**config.mk**
```make
export PLATFORM = sky130hd
export DESIGN_NAME = tsst_step
export DESIGN_NICKNAME = d
export VERILOG_FILES = /design/src/rtl/tsst_pkg.sv /design/src/rtl/tsst_step.sv
export SDC_FILE = /design/constraint.sdc
export NUM_CORES = 1
export LEC_CHECK = 0
export BUFFER_PORTS_ARGS = -buffer_cell sky130_fd_sc_hd__buf_4
export CORE_MARGIN = 2
export CORE_UTILIZATION = 45
export DETAILED_ROUTE_END_ITERATION = 10
export GPL_TIMING_DRIVEN = 0
export PLACE_DENSITY = 0.88
export SYNTH_ARGS = -nofsm -noshare
export SYNTH_HDL_FRONTEND = slang
export SYNTH_SLANG_ARGS = --single-unit
```
**constraint.sdc**
```tcl
create_clock -name vclk -period 4.74
set_input_delay 0.474 -clock vclk [all_inputs]
set_output_delay 0.474 -clock vclk [all_outputs]
set_load 0.01 [all_outputs]
```
**src/rtl/tsst_pkg.sv**
```systemverilog
// ----------------------------------------------------------------------------
// tsst_pkg
// Types, flag and state codes, and the per-side transition function of the
// TCP session state tracker.
// ----------------------------------------------------------------------------
package tsst_pkg;

    localparam logic [7:0] F_FIN = 8'h01;
    localparam logic [7:0] F_SYN = 8'h02;
    localparam logic [7:0] F_RST = 8'h04;
    localparam logic [7:0] F_ACK = 8'h10;
    localparam logic [7:0] F_MASK = F_FIN | F_SYN | F_RST | F_ACK;

    localparam logic [3:0] ST_CLOSED       = 4'd0;
    localparam logic [3:0] ST_LISTEN       = 4'd1;
    localparam logic [3:0] ST_SYN_SENT     = 4'd2;
    localparam logic [3:0] ST_SYN_RCVD     = 4'd3;
    localparam logic [3:0] ST_SYNACK_SENT  = 4'd4;
    localparam logic [3:0] ST_SYNACK_RCVD  = 4'd5;
    localparam logic [3:0] ST_ESTABLISHED  = 4'd6;
    localparam logic [3:0] ST_CLOSE_WAIT_1 = 4'd7;
    localparam logic [3:0] ST_CLOSE_WAIT_2 = 4'd8;
    localparam logic [3:0] ST_LAST_ACK     = 4'd9;
    localparam logic [3:0] ST_FIN_WAIT_1   = 4'd10;
    localparam logic [3:0] ST_FIN_WAIT_2   = 4'd11;
    localparam logic [3:0] ST_CLOSING_1    = 4'd12;
    localparam logic [3:0] ST_CLOSING_2    = 4'd13;
    localparam logic [3:0] ST_TIME_WAIT    = 4'd14;

    typedef struct packed {
        logic [3:0]  state;
        logic [31:0] eack;
        logic        data;
    } side_t;

    typedef struct packed {
        side_t srv;
        side_t cli;
    } row_t;

    localparam int ROW_W = $bits(row_t);

    typedef struct packed {
        logic reset_seen;
        logic step_applied;
        logic ack_mismatch;
    } status_t;

    function automatic side_t side_step(side_t cur, logic is_send, logic [7:0] f,
                                        logic [31:0] seq);
        side_t nxt;
        logic  rcv;
        nxt = cur;
        rcv = !is_send;
        unique case (cur.state)
            ST_CLOSED:
            begin
                if (is_send && f == F_SYN)
                begin
                    nxt.state = ST_SYN_SENT;
                end
                else if (rcv && f == F_SYN)
                begin
                    nxt.state = ST_SYN_RCVD;
                    nxt.eack  = seq;
                end
            end
            ST_SYN_SENT:
            begin
                if (rcv && f == (F_SYN | F_ACK))
                begin
                    nxt.state = ST_SYNACK_RCVD;
                    nxt.eack  = seq;
                end
            end
            ST_SYN_RCVD:
            begin
                if (is_send && f == (F_SYN | F_ACK))
                begin
                    nxt.state = ST_SYNACK_SENT;
                end
            end
            ST_SYNACK_SENT:
            begin
                if (rcv && f == F_ACK)
                begin
                    nxt.state = ST_ESTABLISHED;
                    nxt.data  = 1'b1;
                end
            end
            ST_SYNACK_RCVD:
            begin
                if (is_send && f == F_ACK)
                begin
                    nxt.state = ST_ESTABLISHED;
                    nxt.data  = 1'b1;
                end
            end
            ST_ESTABLISHED:
            begin
                if ((f & F_FIN) != 8'h00)
                begin
                    nxt.state = is_send ? ST_FIN_WAIT_1 : ST_CLOSE_WAIT_1;
                end
            end
            ST_CLOSE_WAIT_1:
            begin
                if (is_send && f == F_ACK)
                begin
                    nxt.state = ST_CLOSE_WAIT_2;
                end
                else if (is_send && f == (F_ACK | F_FIN))
                begin
                    nxt.state = ST_LAST_ACK;
                end
            end
            ST_CLOSE_WAIT_2:
            begin
                if (is_send && (f & F_FIN) != 8'h00)
                begin
                    nxt.state = ST_LAST_ACK;
                end
            end
            ST_LAST_ACK:
            begin
                if (rcv && f == F_ACK)
                begin
                    nxt.state = ST_CLOSED;
                end
            end
            ST_FIN_WAIT_1:
            begin
                if (rcv && f == F_ACK)
                begin
                    nxt.state = ST_FIN_WAIT_2;
                end
                else if (rcv && f == F_FIN)
                begin
                    nxt.state = ST_CLOSING_1;
                end
                else if (rcv && f == (F_FIN | F_ACK))
                begin
                    nxt.state = ST_TIME_WAIT;
                end
            end
            ST_FIN_WAIT_2:
            begin
                if (rcv && (f == F_FIN || f == (F_FIN | F_ACK)))
                begin
                    nxt.state = ST_TIME_WAIT;
                end
            end
            ST_CLOSING_1:
            begin
                if (is_send && f == F_ACK)
                begin
                    nxt.state = ST_CLOSING_2;
                end
            end
            ST_CLOSING_2:
            begin
                if (rcv && f == F_ACK)
                begin
                    nxt.state = ST_TIME_WAIT;
                end
            end
            default:
            begin
                nxt.state = cur.state;
            end
        endcase
        if ((f & F_FIN) != 8'h00)
        begin
            nxt.data = 1'b0;
        end
        return nxt;
    endfunction

endpackage

```
**src/rtl/tsst_step.sv**
```systemverilog
// ----------------------------------------------------------------------------
// tsst_step
// Update of one session row by one segment: init, RST, ack check, and the
// sender and receiver transitions.
// ----------------------------------------------------------------------------
module tsst_step (
    input  tsst_pkg::row_t    row_in,
    input  logic              new_session,
    input  logic              sender_side,
    input  logic [7:0]        tcp_flags,
    input  logic [31:0]       seq_number,
    input  logic [31:0]       ack_number,
    output tsst_pkg::row_t    row_out,
    output tsst_pkg::status_t status
);
    import tsst_pkg::*;

    row_t       row0;
    side_t      snd;
    side_t      rcv;
    side_t      snd_next;
    side_t      rcv_next;
    logic [7:0] fm;

    assign fm = tcp_flags & F_MASK;

    always_comb
    begin
        row0 = row_in;
        if (new_session)
        begin
            row0.cli = '{state: ST_CLOSED, eack: 32'd0, data: 1'b0};
            row0.srv = '{state: ST_CLOSED, eack: 32'd0, data: 1'b0};
        end
        snd = sender_side ? row0.srv : row0.cli;
        rcv = sender_side ? row0.cli : row0.srv;

        snd_next = snd;
        rcv_next = rcv;
        status   = '0;

        priority if ((tcp_flags & F_RST) != 8'h00)
        begin
            snd_next.state = ST_CLOSED;
            snd_next.data  = 1'b0;
            rcv_next.state = ST_CLOSED;
            rcv_next.data  = 1'b0;
            status.reset_seen = 1'b1;
        end
        else if (snd.eack != ack_number)
        begin
            status.ack_mismatch = (snd.state != ST_CLOSED) &&
                                  (rcv.state != ST_LAST_ACK) &&
                                  (rcv.state != ST_TIME_WAIT);
        end
        else
        begin
            snd_next = side_step(snd, 1'b1, fm, seq_number);
            rcv_next = side_step(rcv, 1'b0, fm, seq_number);
            if (!snd_next.data)
            begin
                rcv_next.eack = rcv_next.eack + 32'd1;
            end
            status.step_applied = 1'b1;
        end

        row_out.cli = sender_side ? rcv_next : snd_next;
        row_out.srv = sender_side ? snd_next : rcv_next;
    end

endmodule

```
### Word level (Yosys, flattened, before mapping)

Index checks and enable logic that the tools add are counted.

| operators by class | value |
|---|---|
| reductions and logical operators | 6 |
| muxes and demuxes | 49 |
| magnitude comparators | 0 |
| div/mod/pow operators | 0 |
| shift-type cells | 0 |
| add/sub/neg operators | 1 |
| $mul | 0 |
| equality and inequality tests | 21 |
| bitwise operators | 0 |

Operator list:

| kind | count |
|---|---|
| $mux 37 | 6 |
| $mux 32 | 5 |
| $mux 74 | 1 |
| $mux 36 | 2 |
| $mux 4 | 18 |
| $pmux 32 s2 | 1 |
| $eq 4x4->1 const B | 9 |
| $add 32x1->32 const B | 1 |
| $ne 32x32->1 | 1 |
| $pmux 4 s8 | 1 |
| $pmux 4 s7 | 1 |
| $eq 4x3->1 const B | 5 |
| $mux 1 | 13 |
| $eq 4x2->1 const B | 3 |
| $logic_not 4->1 | 2 |
| $ne 4x4->1 const B | 2 |
| $eq 4x1->1 const B | 1 |
| $reduce_bool 4->1 | 1 |
| $logic_and 1x1->1 | 2 |
| $mux 2 | 1 |
| $logic_or 1x1->1 | 1 |

| storage, ports and cells | value |
|---|---|
| memories kept | 0 |
| output and inout port bits | 77 |
| bits in latches | 0 |
| bits in read-only memories | 0 |
| bits of input ports | 148 |
| word-level logic and storage cells | 77 |
| bits in registers | 0 |
| bits in writable memories | 0 |

### Logic depth before layout (Yosys ltp)

| depth | value |
|---|---|
| word-level depth | 11 |
| depth in mapped cells | 18 |
| depth with buffers taken out | 12 |

### Least setup slack after synthesis

OpenSTA, ideal clock, no wires.

| timing | value |
|---|---|
| path kind | in2out |
| start | input tcp_flags[0] |
| end | output row_out[31] (netlist name) |
| cell stages on the path | 17 |
| path slack | 632 ps |
| buffers on the path | 6 |
| data arrival time | 3634 ps |
| required time | 4266 ps |
| cells stage by stage | buf_2 nor3b_1 o2111a_1 buf_2 buf_4 buf_4 buf_2 nand2_1 nand2_1 ha_1 and2_1 clkbuf_1 o2111ai_1 nor2_2 nand4b_1 xnor2_1 o21ai_0 |

RTL lines:

| what | line | source |
|---|---|---|
| start, declared | tsst_step.sv:10 | `input logic [7:0] tcp_flags,` |
| end, declared | tsst_step.sv:13 | `output tsst_pkg::row_t row_out,` |

==> results.yml <==
hold_path:
  hold_class: "in -> out"
  hold_path_depth: 3
  holdPathEnd: "status[2]"
  hp-start: "tcp_flags[2]"
cells_and_area:
  fin_util: 0.6401
  mostFrequentLayoutCell: "buf_4"
  area_delta_synth_final_pct: 37.35
  final_nets: 1170
  antenna_cells: 0
  nClkBuffers: 0
  drive_above_1_share: 0.2974
  final_cells: 1159
  seq_area_um2: 0
  seq_cell_count: 0
  layout_common_cells: "buf_4, mux2i_1, nor2_1, nand2_1, o21ai_0"
  fillers: 1089
power_and_ir_drop:
  total_power_uw: 619.9
  irDropWorstVdd_mv: 0.05122
  leakage_nw: 3.043
  power.density_mw_per_mm2: 88.18
outcome:
  status: "finished clean"
timing:
  layout_min_cycle_time_ns: 4.691
  hold_ws_ns: 1.250
  min_period_over_period: 0.9897
  relSlewSlack: 0.3170
  slew_viol_final: 0
  rsz0062_at_grt: "no"
  timing_hold_violations_final: 0
  clock.fmax_ghz: 0.2132
  fin_ws_ns: 0.04884
  finalSetupViolCount: 0
  worst_pin_slew_ns: 1.021
detailed_routing:
  num_vias: 7981
  wl_per_cell_um: 24.26
  ant_nets: 0
  drc_errors: 0
  drt_wl_total_um: 28120
  first_pass_iters: 6
  drtIter0Drc: 1236
  via_per_inst: 6.886
synth:
  ys_seq_area_frac: 0
  synthCells: 801
  syn-num-nets: 950
  netlist-cell-type-count: 86
  syn_area_mm2: 0.005119
  yosysWarnings: 0
  avgSynthCellArea_um2: 6.390
critical_path:
  critPathKind: "in -> out"
  critPathLaunchType: "input port"
  max_stage_delay_ns: 0.34
  crit_path_end_kind: "output pin"
  critPathMaxFanout: 19
  required_ns: 4.27
  crit_chain: "buf_4 > clkbuf_2 > buf_4 > buf_2 > clkbuf_4 > clkbuf_4 > nor2_1 > nand2_1 > nand2_1 > ha_1 > and2_1 > clkbuf_4 > and2_2 > nand3_1 > xor2_1 > mux2i_2 > mux2_2 > buf_4"
  critPathSlowestCell: "buf_4"
  cp.arrival_ns: 4.22
die:
  die_area_mm2: 0.01224
  std_cell_rows: 38
  fp.dieW_um: 110.7
  die_h_um: 110.7
  start_util: 0.4661
  ios: 225
  core_area_mm2: 0.01098
placement:
  dp_hpwl_um: 21800
  place_inst: 1161
  numPortBuffers: 220
  place_ws_ns: -0.7738
  gp_congestion: 1.044
global_route:
  antenna_found_initial: 0
  grt_pass1_vias: 7202
  grt_max_degree: 20
  grt_use_total: 0.4232
  grt_pass1_wl_um: 41680
  grt-ovfl-total: 0
job:
  drv_cap: 0
-- worst max path at each step --
stage,slack [ns],endpoint,startpoint
4_1_cts,0.02,row_out[17],sender_side
6_report,0.05,row_out[17],new_session
2_1_floorplan,0.63,row_out[31],tcp_flags[0]
3_3_place_gp,-0.77,row_out[29],tcp_flags[0]
3_5_place_dp,-0.77,row_out[17],new_session
5_1_grt,0.03,row_out[17],sender_side
-- power breakdown --
part,internal [mW],switching [mW]
Sequential,0,0
Combinational,0.268,0.352
Clock,0,0
-- routing by layer --
layer  GRT usage  vias up  wire (um)
met5           0        -          0
met4      0.1642        0       1434
met3      0.1011      130       4170
met2      0.6708      734      12130
met1      0.5540     3635      10380
li1            -     3482          -
-- worst max-delay path: cells and delay by family --
family,cells,cell delay (ns)
and+or+nand+nor,6,0.81
adders and majority gates,1,0.18
xor gates and xnor gates,1,0.28
muxes,2,0.51
buffers and inverters,8,1.95
-- through the flow --
stage                     instance area, um^2  setup TNS, ns
after floorplan                          5119              0
after global placement                   6945         -15.85
after detailed placement                 6945         -16.59
after CTS                                6995              0
after global routing                     7030              0
final                                    7030              0
-- area by class of cell --
| class | count | area, um^2 | area share |
|---|---|---|---|
| multi-input cells | 724 | 4792 | 0.6816 |
| inverters | 10 | 37.54 | 0.005339 |
| plain buffers | 64 | 366.6 | 0.05214 |
| repair buffers | 221 | 1659 | 0.2360 |
| well taps | 140 | 175.2 | 0.02492 |
-- synthesized netlist by cell type, types with 6 or more instances --
master / n / share of area
nor3_1: 25 / 0.024
a2bb2oi_1: 7 / 0.012
nand3_1: 46 / 0.045
nand3b_1: 8 / 0.012
nor2b_1: 6 / 0.0073
and3_1: 19 / 0.023
o211ai_1: 7 / 0.010
o21ai_0: 71 / 0.069
xnor2_1: 15 / 0.026
o22ai_1: 11 / 0.013
or3_1: 26 / 0.032
nand2_1: 73 / 0.054
a21o_1: 14 / 0.021
nor2_1: 76 / 0.056
buf_4: 8 / 0.012
inv_1: 9 / 0.0066
nand4_1: 21 / 0.026
mux2_2: 9 / 0.020
xor2_1: 17 / 0.029
and2_1: 8 / 0.0098
buf_2: 20 / 0.020
mux2i_1: 79 / 0.15
a21oi_1: 57 / 0.056
clkbuf_1: 29 / 0.021
a31oi_1: 11 / 0.013
-- what timing repair did --
action / CTS / global route
buffers inserted: 0 / 1
pin swaps: 0 / 1
gates cloned: 0 / 0
setup endpoints to repair: 41 / 20
hold buffers: 0 / 0
resized for setup: 16 / 9
-- kinds of logic (layout without fill, tap and decap cells) --
logic type,count (synthesis),count (layout),synth area share
buffers and inverters,77,295,0.07529
and+or+nand+nor,352,352,0.3630
xor gates and xnor gates,32,32,0.05475
AOI/OAI and AO/OA,246,246,0.3161
adders and majority gates,1,1,0.002444
muxes,93,93,0.1885
Power figures use the tool's default switching activity.
