<file path="src/rtl/tsst_ram.sv">
// ----------------------------------------------------------------------------
// tsst_ram
// Generic simple dual-port RAM, one write port, one registered read port.
// ----------------------------------------------------------------------------
module tsst_ram #(
    parameter int WIDTH = 8,
    parameter int DEPTH = 16
) (
    input  logic                                      clk,
    input  logic                                      we,
    input  logic [((DEPTH > 1) ? $clog2(DEPTH) : 1)-1:0] waddr,
    input  logic [WIDTH-1:0]                          wdata,
    input  logic                                      re,
    input  logic [((DEPTH > 1) ? $clog2(DEPTH) : 1)-1:0] raddr,
    output logic [WIDTH-1:0]                          rdata
);

    logic [WIDTH-1:0] mem [DEPTH];
    logic [WIDTH-1:0] rdata_reg;

    always_ff @(posedge clk)
    begin
        if (we)
        begin
            mem[waddr] <= wdata;
        end
        if (re)
        begin
            rdata_reg <= mem[raddr];
        end
    end

    assign rdata = rdata_reg;

endmodule

</file>
<file path="config.mk">
export PLATFORM = sky130hd
export DESIGN_NAME = tsst_ram
export DESIGN_NICKNAME = d
export VERILOG_FILES = /design/src/rtl/tsst_ram.sv
export SDC_FILE = /design/constraint.sdc
export NUM_CORES = 1
export LEC_CHECK = 0
export ABC_CLOCK_PERIOD_IN_PS = 2200
export BUFFER_PORTS_ARGS = -buffer_cell sky130_fd_sc_hd__buf_2
export CORE_ASPECT_RATIO = 1.4
export CORE_MARGIN = 2
export CORE_UTILIZATION = 50
export DETAILED_ROUTE_END_ITERATION = 8
export MAX_ROUTING_LAYER = met4
export PLACE_DENSITY = 0.67
export RECOVER_POWER = 25
export SETUP_SLACK_MARGIN = 0.5
export SLEW_MARGIN = 15
export SYNTH_ARGS = -nofsm -noshare
export SYNTH_HDL_FRONTEND = slang
export SYNTH_SLANG_ARGS = --single-unit
export TNS_END_PERCENT = 50
</file>
<file path="constraint.sdc">
create_clock -name clk -period 2.2 [get_ports clk]
set_input_delay 0.22 -clock clk [delete_from_list [all_inputs] [get_ports clk]]
set_output_delay 0.22 -clock clk [all_outputs]
set_load 0.005 [all_outputs]
</file>
Yosys cells after proc, flatten, opt, wreduce, memory -nomap -nowiden:

Memory sizes are Yosys's and may differ from the RTL's. A register that Yosys moved wholly into a read port is not among the register bits.
Cells that the tools add are included.

* $lt $le $gt $ge: 0
* equality and inequality tests: 0
* bitwise logic cells: 0
* $mul: 0
* reduce and logical (&&, ||, !) cells: 0
* shifts and indexed selects: 0
* add/sub/neg operators: 0
* muxes and demuxes: 2
* divide/modulo/power cells: 0

Operator list (number)
* $mux W1: 2

* bits of input ports: 19
* ROM bits: 0
* bits in latches: 0
* memories: 1
* output and inout port bits: 8
* register bits: 0
* memory bits (writable): 128

Memories
* mem: words 16, bits a word 8, read ports 1, clocked after memory_dff 1, wr ports 1, RTL line 18 `logic [WIDTH-1:0] mem [DEPTH];`

Depth between registers and ports, before layout:

Gate-level depths: netlist of run 1.

* depth in word-level cells: 2
* mapped depth: 5

Least setup slack after synthesis of run 1:

OpenSTA, ideal clock, no wires.

* kind: input -> register
* start point: in waddr[2] (netlist name)
* end point: mem mem[0][0], enable pin
* required time: 1.817 ns
* setup slack: 0.487 ns
* setup time: 0.383 ns
* stages: 2
* arrival time: 1.330 ns
* path through: or3b_2 > nor3_1

RTL lines
* from (decl): RTL line 11 `input logic [((DEPTH > 1) ? $clog2(DEPTH) : 1)-1:0] waddr,`
* to (decl): RTL line 18

No word-level cell before the write port.

==> out/qor.yml, run 1 <==
run_status:
  status: "completed"
clock_network:
  cts_tree: "done"
  cts_inserted_buffers: 17
  cts_root_buf: "clkbuf_16"
  cts.sinks: 136
  cts_buffer_depth: 2
  clk_latency_ns: 0.41
  postCtsSetupRepairBufs: 0
  cts.clk_slew.worst_paths_ns: 0.06
  cts_resized: 0
  ctsHoldBuffers: 0
  cts-htree-levels: 4
power_and_ir_drop:
  leakagePower_nw: 2.117
  p_per_area_nw_per_um2: 985.7
  combPwrFrac_pct: 4.3
  seq_power_share_pct: 47.5
  internal_power_mw: 5.028
  swShare_pct: 18.57
  ir_drop_mv: 0.5767
  p_clk_share_pct: 48.2
  power_switching_mw: 1.147
job:
  max_cap_viol_count: 0
timing:
  tightest_slew_ns: 0.6668
  final.period_utilization_pct: 68.40
  finClkSkew_ns: 0.005200
  setup_viol: 0
  hold_viol_final: 0
  setup_tns_ns: 0
  slew_headroom_pct: 55.38
  rsz0062_at_grt: "false"
  slew_viol_final: 0
  min_period_ns: 1.505
  whs_ns: 0.1813
  clock.fmax_mhz: 664.5
floorplan:
  initial_core_util_pct: 50.78
  ios: 27
  dieWidth_microns: 90.42
  die_h_microns: 125.0
  coreArea_sq_um: 10290
  fp-row-count: 44
  die_area_sq_um: 11300
yosys:
  synth.most_common_cell: "edfxtp_1"
  synth_commonest_cells: "edfxtp_1, mux4_2, a22oi_1"
  synthDistinctLibCells: 18
  ys_ff_latch: 136
  yosysTopAreaCellShare_pct: 78.12
  ys_async_sr_fraction_pct: 0
  synth_top_cell_by_area: "edfxtp_1"
  yosysWarnings: 0
  synth_nets: 248
  synth_edf_count: 136
  avgSynthCellArea_sq_um: 22.83
  syn_area_sq_um: 5228
  yosys-top-cells-area: "edfxtp_1, mux4_2, mux4_1, a22oi_1, nor2_1"
  synthCells: 229
  synth-main-ff-cell: "edfxtp_1"
  ys_seq_area_share_pct: 78.12
route:
  dr.first_iter.drc_count: 191
  wl_met3_microns: 447
  vias_per_cell: 5.564
  wl_microns: 9531
  ant_nets: 0
  first_pass_iters: 4
  route.vias.total: 2426
  drc: 0
  wire_per_inst_microns: 21.86
  met1_length_microns: 3679
  maxUsedRoutingLayer: "met4"
  wl_met2_microns: 5279
final_layout:
  largest_register_ffs: 128
  final_area_sq_um: 6264
  nNetsFinal: 305
  syn_to_final_growth_pct: 19.82
  drive_gt1_share_pct: 30.20
  fillerInstances: 729
  antenna_cells: 0
  final_util_pct: 60.84
grt:
  globalRouteTotalUtil_pct: 18.96
  grt_pass1_vias: 2549
  grt_max_degree: 24
  overflow: 0
  antenna_found_initial: 0
  grt_pass1_wl_microns: 14710
critical_path:
  max_stage_delay_ns: 0.55
  r2r_start: "mem[3][2]$_DFFE_PP_"
  reg2reg_depth: 3
  critPathSlowestCell: "mux4_1"
  critPathArrivalTime_ns: 1.66
  worst_setup_path_start_kind: "input port"
  required_ns: 2.36
  regToRegEndpoint: "rdata[2]$_DFFE_PP_"
  crit_path_cell_trace: "buf_2 > buf_4 > mux4_1 > a22oi_1 > nand2_1"
  crit_path_end_kind: "flip-flop"
  critPathKind: "in2reg"
  ff2ff_setup_slack_ns: 0.73
  critPathMaxFanout: 12
worst_hold_path:
  whs_endpoint: "rdata[3]$_DFFE_PP_"
  min_path_cells: 1
  hold_path.class: "in2reg"
  hold_start: "re"
placed_design:
  portBuffers: 26
  placed_area_sq_um: 5639
  place.gp.congestion: 0.7318
  post-dp-hpwl_microns: 6374
-- layout make-up --
class / instances / area, sq um / area share [%]
Multi-Input combinational cell: 83 / 1062 / 16.96
Timing Repair Buffer: 48 / 314.1 / 5.014
Clock buffer: 17 / 425.4 / 6.792
Clock inverter: 14 / 205.2 / 3.276
Tap cell: 138 / 172.7 / 2.757
Sequential cell: 136 / 4084 / 65.20
-- worst max path at each step --
stage,startpoint,cells past startpoint,slack [ns],to
2_1_floorplan,raddr[0],5,0.70,rdata[1]$_DFFE_PP_
3_3_place_gp,raddr[0],5,0.27,rdata[7]$_DFFE_PP_
3_5_place_dp,raddr[0],5,0.24,rdata[1]$_DFFE_PP_
4_1_cts,raddr[0],5,0.67,rdata[1]$_DFFE_PP_
5_1_grt,raddr[0],5,0.59,rdata[3]$_DFFE_PP_
6_report,raddr[0],5,0.70,rdata[1]$_DFFE_PP_
-- power by group through the flow --
| stage | registers (mW) | logic (mW) | clock network (mW) |
|---|---|---|---|
| 2_1_floorplan | 2.99 | 0.148 | 0 |
| 3_3_place_gp | 2.99 | 0.263 | 0 |
| 3_5_place_dp | 2.99 | 0.270 | 0 |
| 4_1_cts | 2.94 | 0.271 | 3.01 |
| 5_1_grt | 2.94 | 0.289 | 3.12 |
| 6_report | 2.93 | 0.263 | 2.98 |
-- layout by cell type, fill, tap and decap left out, types with 3 or more instances in the layout --
master / netlist / layout
nand2_1: 9 / 9
nor3_1: 4 / 3
clkbuf_16: 0 / 17
clkbuf_1: 0 / 5
clkinvlp_4: 0 / 3
nor2_1: 13 / 13
clkinv_1: 0 / 4
edfxtp_1: 136 / 136
buf_4: 1 / 20
a22oi_1: 16 / 16
buf_2: 3 / 21
bufinv_16: 0 / 5
mux4_1: 14 / 14
mux4_2: 18 / 18
-- through the flow --
| stage | instances | power, mW | setup slack [ns] |
|---|---|---|---|
| floorplan | 229 | 3.133 | 0.6976 |
| global placement | 405 | 3.250 | 0.2732 |
| detailed placement | 405 | 3.258 | 0.2425 |
| CTS | 436 | 6.218 | 0.6750 |
| global route | 436 | 6.350 | 0.5880 |
| finish | 436 | 6.174 | 0.6952 |
-- worst max-delay path, delay by kind of cell --
kind | cells | cell delay, ns
buffers and inverters | 2 | 0.62
multiplexers | 1 | 0.55
AO/OA/AOI/OAI | 1 | 0.19
AND/OR/NAND/NOR | 1 | 0.07
-- metal layers --
| layer | track usage [%] | vias to the layer above |
|---|---|---|
| met5 | - | - |
| met2 | 31.84 | 84 |
| li1 | - | 1096 |
| met4 | 7.692 | 0 |
| met3 | 4.337 | 9 |
| met1 | 22.25 | 1237 |
-- kinds of logic after synthesis --
logic type	count (synthesis)	share of synthesized area [%]
multiplexers	32	14.79
buffers and inverters	10	1.651
AO/OA/AOI/OAI	16	2.298
AND/OR/NAND/NOR	35	3.136
flip-flops	136	78.12
Note: power is estimated with default switching activity, not from simulation.
==> run 2: changes to the inputs <==
--- a/config.mk
+++ b/config.mk
@@ -5,7 +5,7 @@
 export SDC_FILE = /design/constraint.sdc
 export NUM_CORES = 1
 export LEC_CHECK = 0
-export ABC_CLOCK_PERIOD_IN_PS = 2200
+export ABC_CLOCK_PERIOD_IN_PS = 1390
 export BUFFER_PORTS_ARGS = -buffer_cell sky130_fd_sc_hd__buf_2
 export CORE_ASPECT_RATIO = 1.4
 export CORE_MARGIN = 2
==> constraint.sdc (replaced) <==
create_clock -name clk -period 1.39 [get_ports clk]
set_input_delay 0.139 -clock clk [delete_from_list [all_inputs] [get_ports clk]]
set_output_delay 0.139 -clock clk [all_outputs]
set_load 0.005 [all_outputs]
==> run 2 against run 1 <==
The run now ends with negative setup slack left. Critical path depth fell by 2. Core utilization rose by 3.0 points. Global-route usage rose by 2.6 points. Largest cell class unchanged. Final cell count rose by 3.2%. Sequential share of layout area fell by 3.0 points. First-iteration DRC count rose by 27%. Routed wire length rose by 11%. Non-clock buffer count rose by 13. Clock skew rose by 0.0075 ns. Final area rose by 4.9%. Sequential power rose by 59%. Largest power group is now sequential cells. Die area did not move.
==> out/qor.yml, run 2 (synthesis gave the netlist of run 1 again) <==
critical_path:
  critPathMaxFanout: 1  # -11
  critPathSlowestCell: "mux4_2"
  crit_path_cell_trace: "mux4_2 > a22oi_2 > nand2_1"
  critPathKind: "reg2reg"
  worst_setup_path_start_kind: "flip-flop"
  crit_buf_inv: 0  # -2
  crit_family: "multiplexers"
  max_stage_delay_ns: 0.50  # -0.05 ns
  critPathArrivalTime_ns: 1.63  # -0.03 ns
  crit_path_end_kind: "flip-flop"
  required_ns: 1.55  # -0.81 ns
timing:
  min_period_ns: 1.468
  whs_ns: 0.09662  # -0.08465 ns
  final.period_utilization_pct: 105.6
  slew_viol_final: 0  # unchanged
  tightest_slew_ns: 0.7991  # +0.1323 ns
  finClkSkew_ns: 0.01265  # +0.007454 ns
  setup_viol: 5  # +5
  rsz0062_at_grt: "true"
  fin_ws_ns: -0.07849  # -0.7736 ns
  slew_headroom_pct: 46.62  # -8.8 points
  hold_viol_final: 0  # unchanged
  clock.fmax_mhz: 681.0
clock_network:
  cts_buffer_depth: 2  # unchanged
  cts.sinks: 136  # unchanged
  cts.clk_slew.worst_paths_ns: 0.06  # about the same
  ctsHoldBuffers: 0  # unchanged
  cts_inserted_buffers: 17  # unchanged
  cts_root_buf: "clkbuf_16"
  clk_latency_ns: 0.42  # about the same
  cts-htree-levels: 4  # unchanged
  cts_tree: "done"
route:
  drc: 0  # unchanged
  wl_microns: 10550  # +11%
  vias_per_cell: 5.680  # +2.1%
  first_pass_iters: 5  # +1
  route.vias.total: 2556  # +5.4%
  ant_nets: 0  # unchanged
  wire_per_inst_microns: 23.43  # +7.2%
  dr.first_iter.drc_count: 243  # +27%
final_layout:
  fillerInstances: 705  # -3.3%
  antenna_cells: 0  # unchanged
  nNetsFinal: 318  # +4.3%
  drive_gt1_share_pct: 41.67  # +11 points
  syn_to_final_growth_pct: 25.63
  final_common_cell: "edfxtp_1"
  mostFrequentLayoutCells: "edfxtp_1, mux4_2, buf_2"
  largest_register_ffs: 128  # unchanged
floorplan:
  ios: 27  # unchanged
  die_h_microns: 125.0  # unchanged
  initial_core_util_pct: 50.78  # unchanged
  coreArea_sq_um: 10290  # unchanged
  fp-row-count: 44  # unchanged
  die_area_sq_um: 11300  # unchanged
  dieWidth_microns: 90.42  # unchanged
grt:
  grt_max_degree: 21  # -13%
  overflow: 0  # unchanged
  grt_pass1_vias: 2753  # +8.0%
  grt_pass1_wl_microns: 16630  # +13%
  globalRouteTotalUtil_pct: 21.53  # +2.6 points
  antenna_found_initial: 0  # unchanged
worst_hold_path:
  hold_path.class: "in2reg"
power_and_ir_drop:
  p_per_area_nw_per_um2: 1480  # +50%
  ir_drop_mv: 0.7094  # +23%
  leakagePower_nw: 2.175  # +2.8%
placed_design:
  place.gp.congestion: 0.7687  # +5.0%
  dp_slack_ns: -0.3754  # -0.6179 ns
  post-dp-hpwl_microns: 6964  # +9.3%
  portBuffers: 26  # unchanged
job:
  max_cap_viol_count: 0  # unchanged
run_status:
  status: "finished, violations left"
  violations: "negative setup slack"
-- run 2: what timing repair did --
| item | in CTS | in global routing |
|---|---|---|
| pin swaps | 9 | 5 |
| gates resized for setup | 15 | 3 |
| endpoints found under the hold margin | 0 | 0 |
| buffers inserted | 1 | 1 |
| endpoints found under the setup margin | 82 | 80 |
-- run 2: layout make-up --
| cell class | count | area (sq um) | area share, % |
|---|---|---|---|
| sequential | 136 | 4084 | 62.18 |
| clock inverter | 15 | 183.9 | 2.801 |
| tap | 138 | 172.7 | 2.629 |
| timing repair buffer | 61 | 581.8 | 8.859 |
| multi-input combinational | 83 | 1120 | 17.05 |
| clock buffer | 17 | 425.4 | 6.477 |
-- run 2: where the power goes --
part	internal, mW	switching (mW)
Clock	2.96	1.59
Combinational	0.237	0.277
Sequential	4.62	0.0262
-- run 2: path summary, 6_finish.rpt --
path | endpoint | slack, ns | cells past startpoint | from
worst max register to register | rdata[4]$_DFFE_PP_ | -0.08 | 3 | mem[2][4]$_DFFE_PP_
worst max-delay path | rdata[4]$_DFFE_PP_ | -0.08 | 3 | mem[2][4]$_DFFE_PP_
worst min-delay path | rdata[5]$_DFFE_PP_ | 0.1 | 1 | re
worst min register to register | rdata[4]$_DFFE_PP_ | 0.75 | 3 | mem[15][4]$_DFFE_PP_
-- run 2: routing by layer --
metal | track usage, % | routed length [microns] | vias up
met4 | 6.968 | 146 | 0
met3 | 6.687 | 632 | 15
met1 | 25.71 | 4056 | 1324
met5 | - | 0 | -
li1 | - | - | 1108
met2 | 35.29 | 5710 | 109
-- run 2: worst reg2reg max path: cells and delay by family, from the launching register on --
family,cells,cell delay (ns)
flops,1,0.39
simple gates,1,0.09
mux,1,0.50
compound gates,1,0.24
-- run 2: metrics by stage --
stage               power (mW)  utilization [%]  setup TNS, ns  instances  cell area, sq um
finish                   9.722            63.79        -0.1459        450              6568
global route             10.01            63.79        -0.4909        450              6568
CTS                      9.798            63.71        -0.1889        449              6559
detailed placement       5.235            57.15         -2.633        416              5883
global placement         5.221            57.15         -2.327        416              5883
floorplan                4.992                -              0        229              5303
==> run 3: changes to the inputs <==
==> constraint.sdc (replaced) <==
create_clock -name clk -period 1.39 [get_ports clk]
set_input_delay 0.139 -clock clk [delete_from_list [all_inputs] [get_ports clk]]
set_output_delay 0.139 -clock clk [all_outputs]
set_load 0.02 [all_outputs]
==> run 3 against run 2 <==
The run still ends with negative setup slack left. Sequential cell count unchanged. Hold slack got worse by 0.00092 ns. Final cell count stayed put. Final area rose by 0.76%. Count of clock-buffer cells in the layout unchanged. Clock skew is 0.0062 ns lower. Sequential share of layout area is 0.47 points lower. Largest power group unchanged. Global-route usage is 0.11 points higher. Combinational power up 8.8%. Worst setup slack gained 0.010 ns.
==> out/qor.yml, run 3 (synthesis gave the netlist of run 1 again) <==
run_status:
  status: "finished, violations left"
  violations: "negative setup slack"
final_layout:
  syn_to_final_growth_pct: 26.59
  nNetsFinal: 318  # unchanged
  mostFrequentLayoutCells: "edfxtp_1, mux4_2, buf_6"
  fillerInstances: 702  # -0.43%
  antenna_cells: 0  # unchanged
  final_common_cell: "edfxtp_1"
  final_cell_count_no_fill: 450  # unchanged
  final_area_sq_um: 6618  # +0.76%
  drive_gt1_share_pct: 41.67  # unchanged
  largest_register_ffs: 128  # unchanged
timing:
  whs_ns: 0.09570  # -0.0009231 ns
  fin_ws_ns: -0.06825  # +0.01024 ns
  final.period_utilization_pct: 104.9  # -0.74 points
  min_period_ns: 1.458  # -0.01024 ns
  tightest_slew_ns: 0.8113  # +0.01217 ns
  finClkSkew_ns: 0.006478  # -0.006176 ns
  setup_viol: 4  # -1
  hold_viol_final: 0  # unchanged
  clock.fmax_mhz: 685.8  # +0.70%
  slew_headroom_pct: 45.81  # -0.81 points
  rsz0062_at_grt: "true"
  slew_viol_final: 0  # unchanged
power_and_ir_drop:
  p_per_area_nw_per_um2: 1477  # -0.23%
  ir_drop_mv: 0.7194  # +1.4%
  leakagePower_nw: 2.191  # +0.73%
critical_path:
  required_ns: 1.55  # about the same
  critPathArrivalTime_ns: 1.62  # about the same
  critPathMaxFanout: 1  # unchanged
  max_stage_delay_ns: 0.49  # about the same
  critPathSlowestCell: "mux4_2"
  crit_buf_inv: 0  # unchanged
  crit_path_cell_trace: "mux4_2 > a22oi_2 > nand2_1"
  critPathKind: "reg2reg"
  crit_family: "multiplexers"
  worst_setup_path_start_kind: "flip-flop"
  crit_path_end_kind: "flip-flop"
clock_network:
  cts_tree: "done"
  cts_root_buf: "clkbuf_16"
  cts-htree-levels: 4  # unchanged
  cts_buffer_depth: 2  # unchanged
  cts_inserted_buffers: 17  # unchanged
  clk_latency_ns: 0.42  # about the same
  cts.sinks: 136  # unchanged
  cts.clk_slew.worst_paths_ns: 0.06  # about the same
grt:
  globalRouteTotalUtil_pct: 21.63  # +0.11 points
  grt_pass1_wl_microns: 16710  # +0.49%
  grt_max_degree: 21  # unchanged
  antenna_found_initial: 0  # unchanged
  grt_pass1_vias: 2763  # +0.36%
  overflow: 0  # unchanged
route:
  first_pass_iters: 4  # -1
  drc: 0  # unchanged
  dr.first_iter.drc_count: 237  # -2.5%
  vias_per_cell: 5.642  # -0.67%
  wire_per_inst_microns: 23.43  # unchanged
  route.vias.total: 2539  # -0.67%
  ant_nets: 0  # unchanged
  wl_microns: 10550  # unchanged
placed_design:
  portBuffers: 26  # unchanged
  dp.cells: 416  # unchanged
  place.gp.congestion: 0.7687  # unchanged
  placed_area_sq_um: 5883  # unchanged
  post-dp-hpwl_microns: 6964  # unchanged
floorplan:
  die_h_microns: 125.0  # unchanged
  fp-row-count: 44  # unchanged
  die_area_sq_um: 11300  # unchanged
  dieWidth_microns: 90.42  # unchanged
  coreArea_sq_um: 10290  # unchanged
  initial_core_util_pct: 50.78  # unchanged
  ios: 27  # unchanged
job:
  max_cap_viol_count: 0  # unchanged
worst_hold_path:
  hold_path.class: "in2reg"
run 3: routing by layer:
metal / vias to the layer above / share of wire, % / global-route usage (%)
li1: 1110 / - / -
met5: - / 0 / -
met4: 0 / 1.9 / 6.968
met3: 22 / 6.1 / 6.687
met1: 1306 / 38 / 25.75
met2: 101 / 54 / 35.60
run 3: cell type report:
type | instances | area, sq um | share of cell area, %
Timing Repair Buffer | 61 | 631.9 | 9.548
Tap cell | 138 | 172.7 | 2.609
Clock buffer | 17 | 425.4 | 6.428
Multi-Input combinational cell | 83 | 1120 | 16.92
Clock inverter | 15 | 183.9 | 2.779
Sequential cell | 136 | 4084 | 61.71
run 3: path summary, 6_finish.rpt:
| path | from | endpoint | slack [ns] | depth (start not counted) |
|---|---|---|---|---|
| max | mem[2][4]$_DFFE_PP_ | rdata[4]$_DFFE_PP_ | -0.07 | 3 |
| min reg2reg | mem[15][4]$_DFFE_PP_ | rdata[4]$_DFFE_PP_ | 0.75 | 3 |
| min | re | rdata[5]$_DFFE_PP_ | 0.1 | 1 |
| max reg2reg | mem[2][4]$_DFFE_PP_ | rdata[4]$_DFFE_PP_ | -0.07 | 3 |
run 3: worst register-to-register path: stages, from the launching register on:
cell and delay, ns:
edfxtp_1 0.39, mux4_2 0.49, a22oi_2 0.24, nand2_1 0.09
run 3: repair_timing:
item / 4_1_cts / 5_1_grt
setup endpoints to repair: 82 / 80
gates cloned: 0 / 0
pin swaps: 9 / 5
gates resized for setup: 31 / 3
hold buffers: 0 / 0
hold endpoints to repair: 0 / 0
buffers inserted: 1 / 1
run 3: stage by stage:
step	TNS, ns	total power, mW	setup WS, ns	utilization (%)
2_1_floorplan	0	5.016	0.05060	-
3_3_place_gp	-2.327	5.244	-0.3761	57.15
3_5_place_dp	-2.633	5.258	-0.3754	57.15
4_1_cts	-0.1889	9.848	-0.07494	64.20
5_1_grt	-0.4909	10.06	-0.1216	64.28
6_report	-0.1304	9.774	-0.06825	64.28
run 3: power breakdown:
part	internal, mW	switching, mW
sequential	4.62	0.0308
clock	2.96	1.60
combinational	0.260	0.298
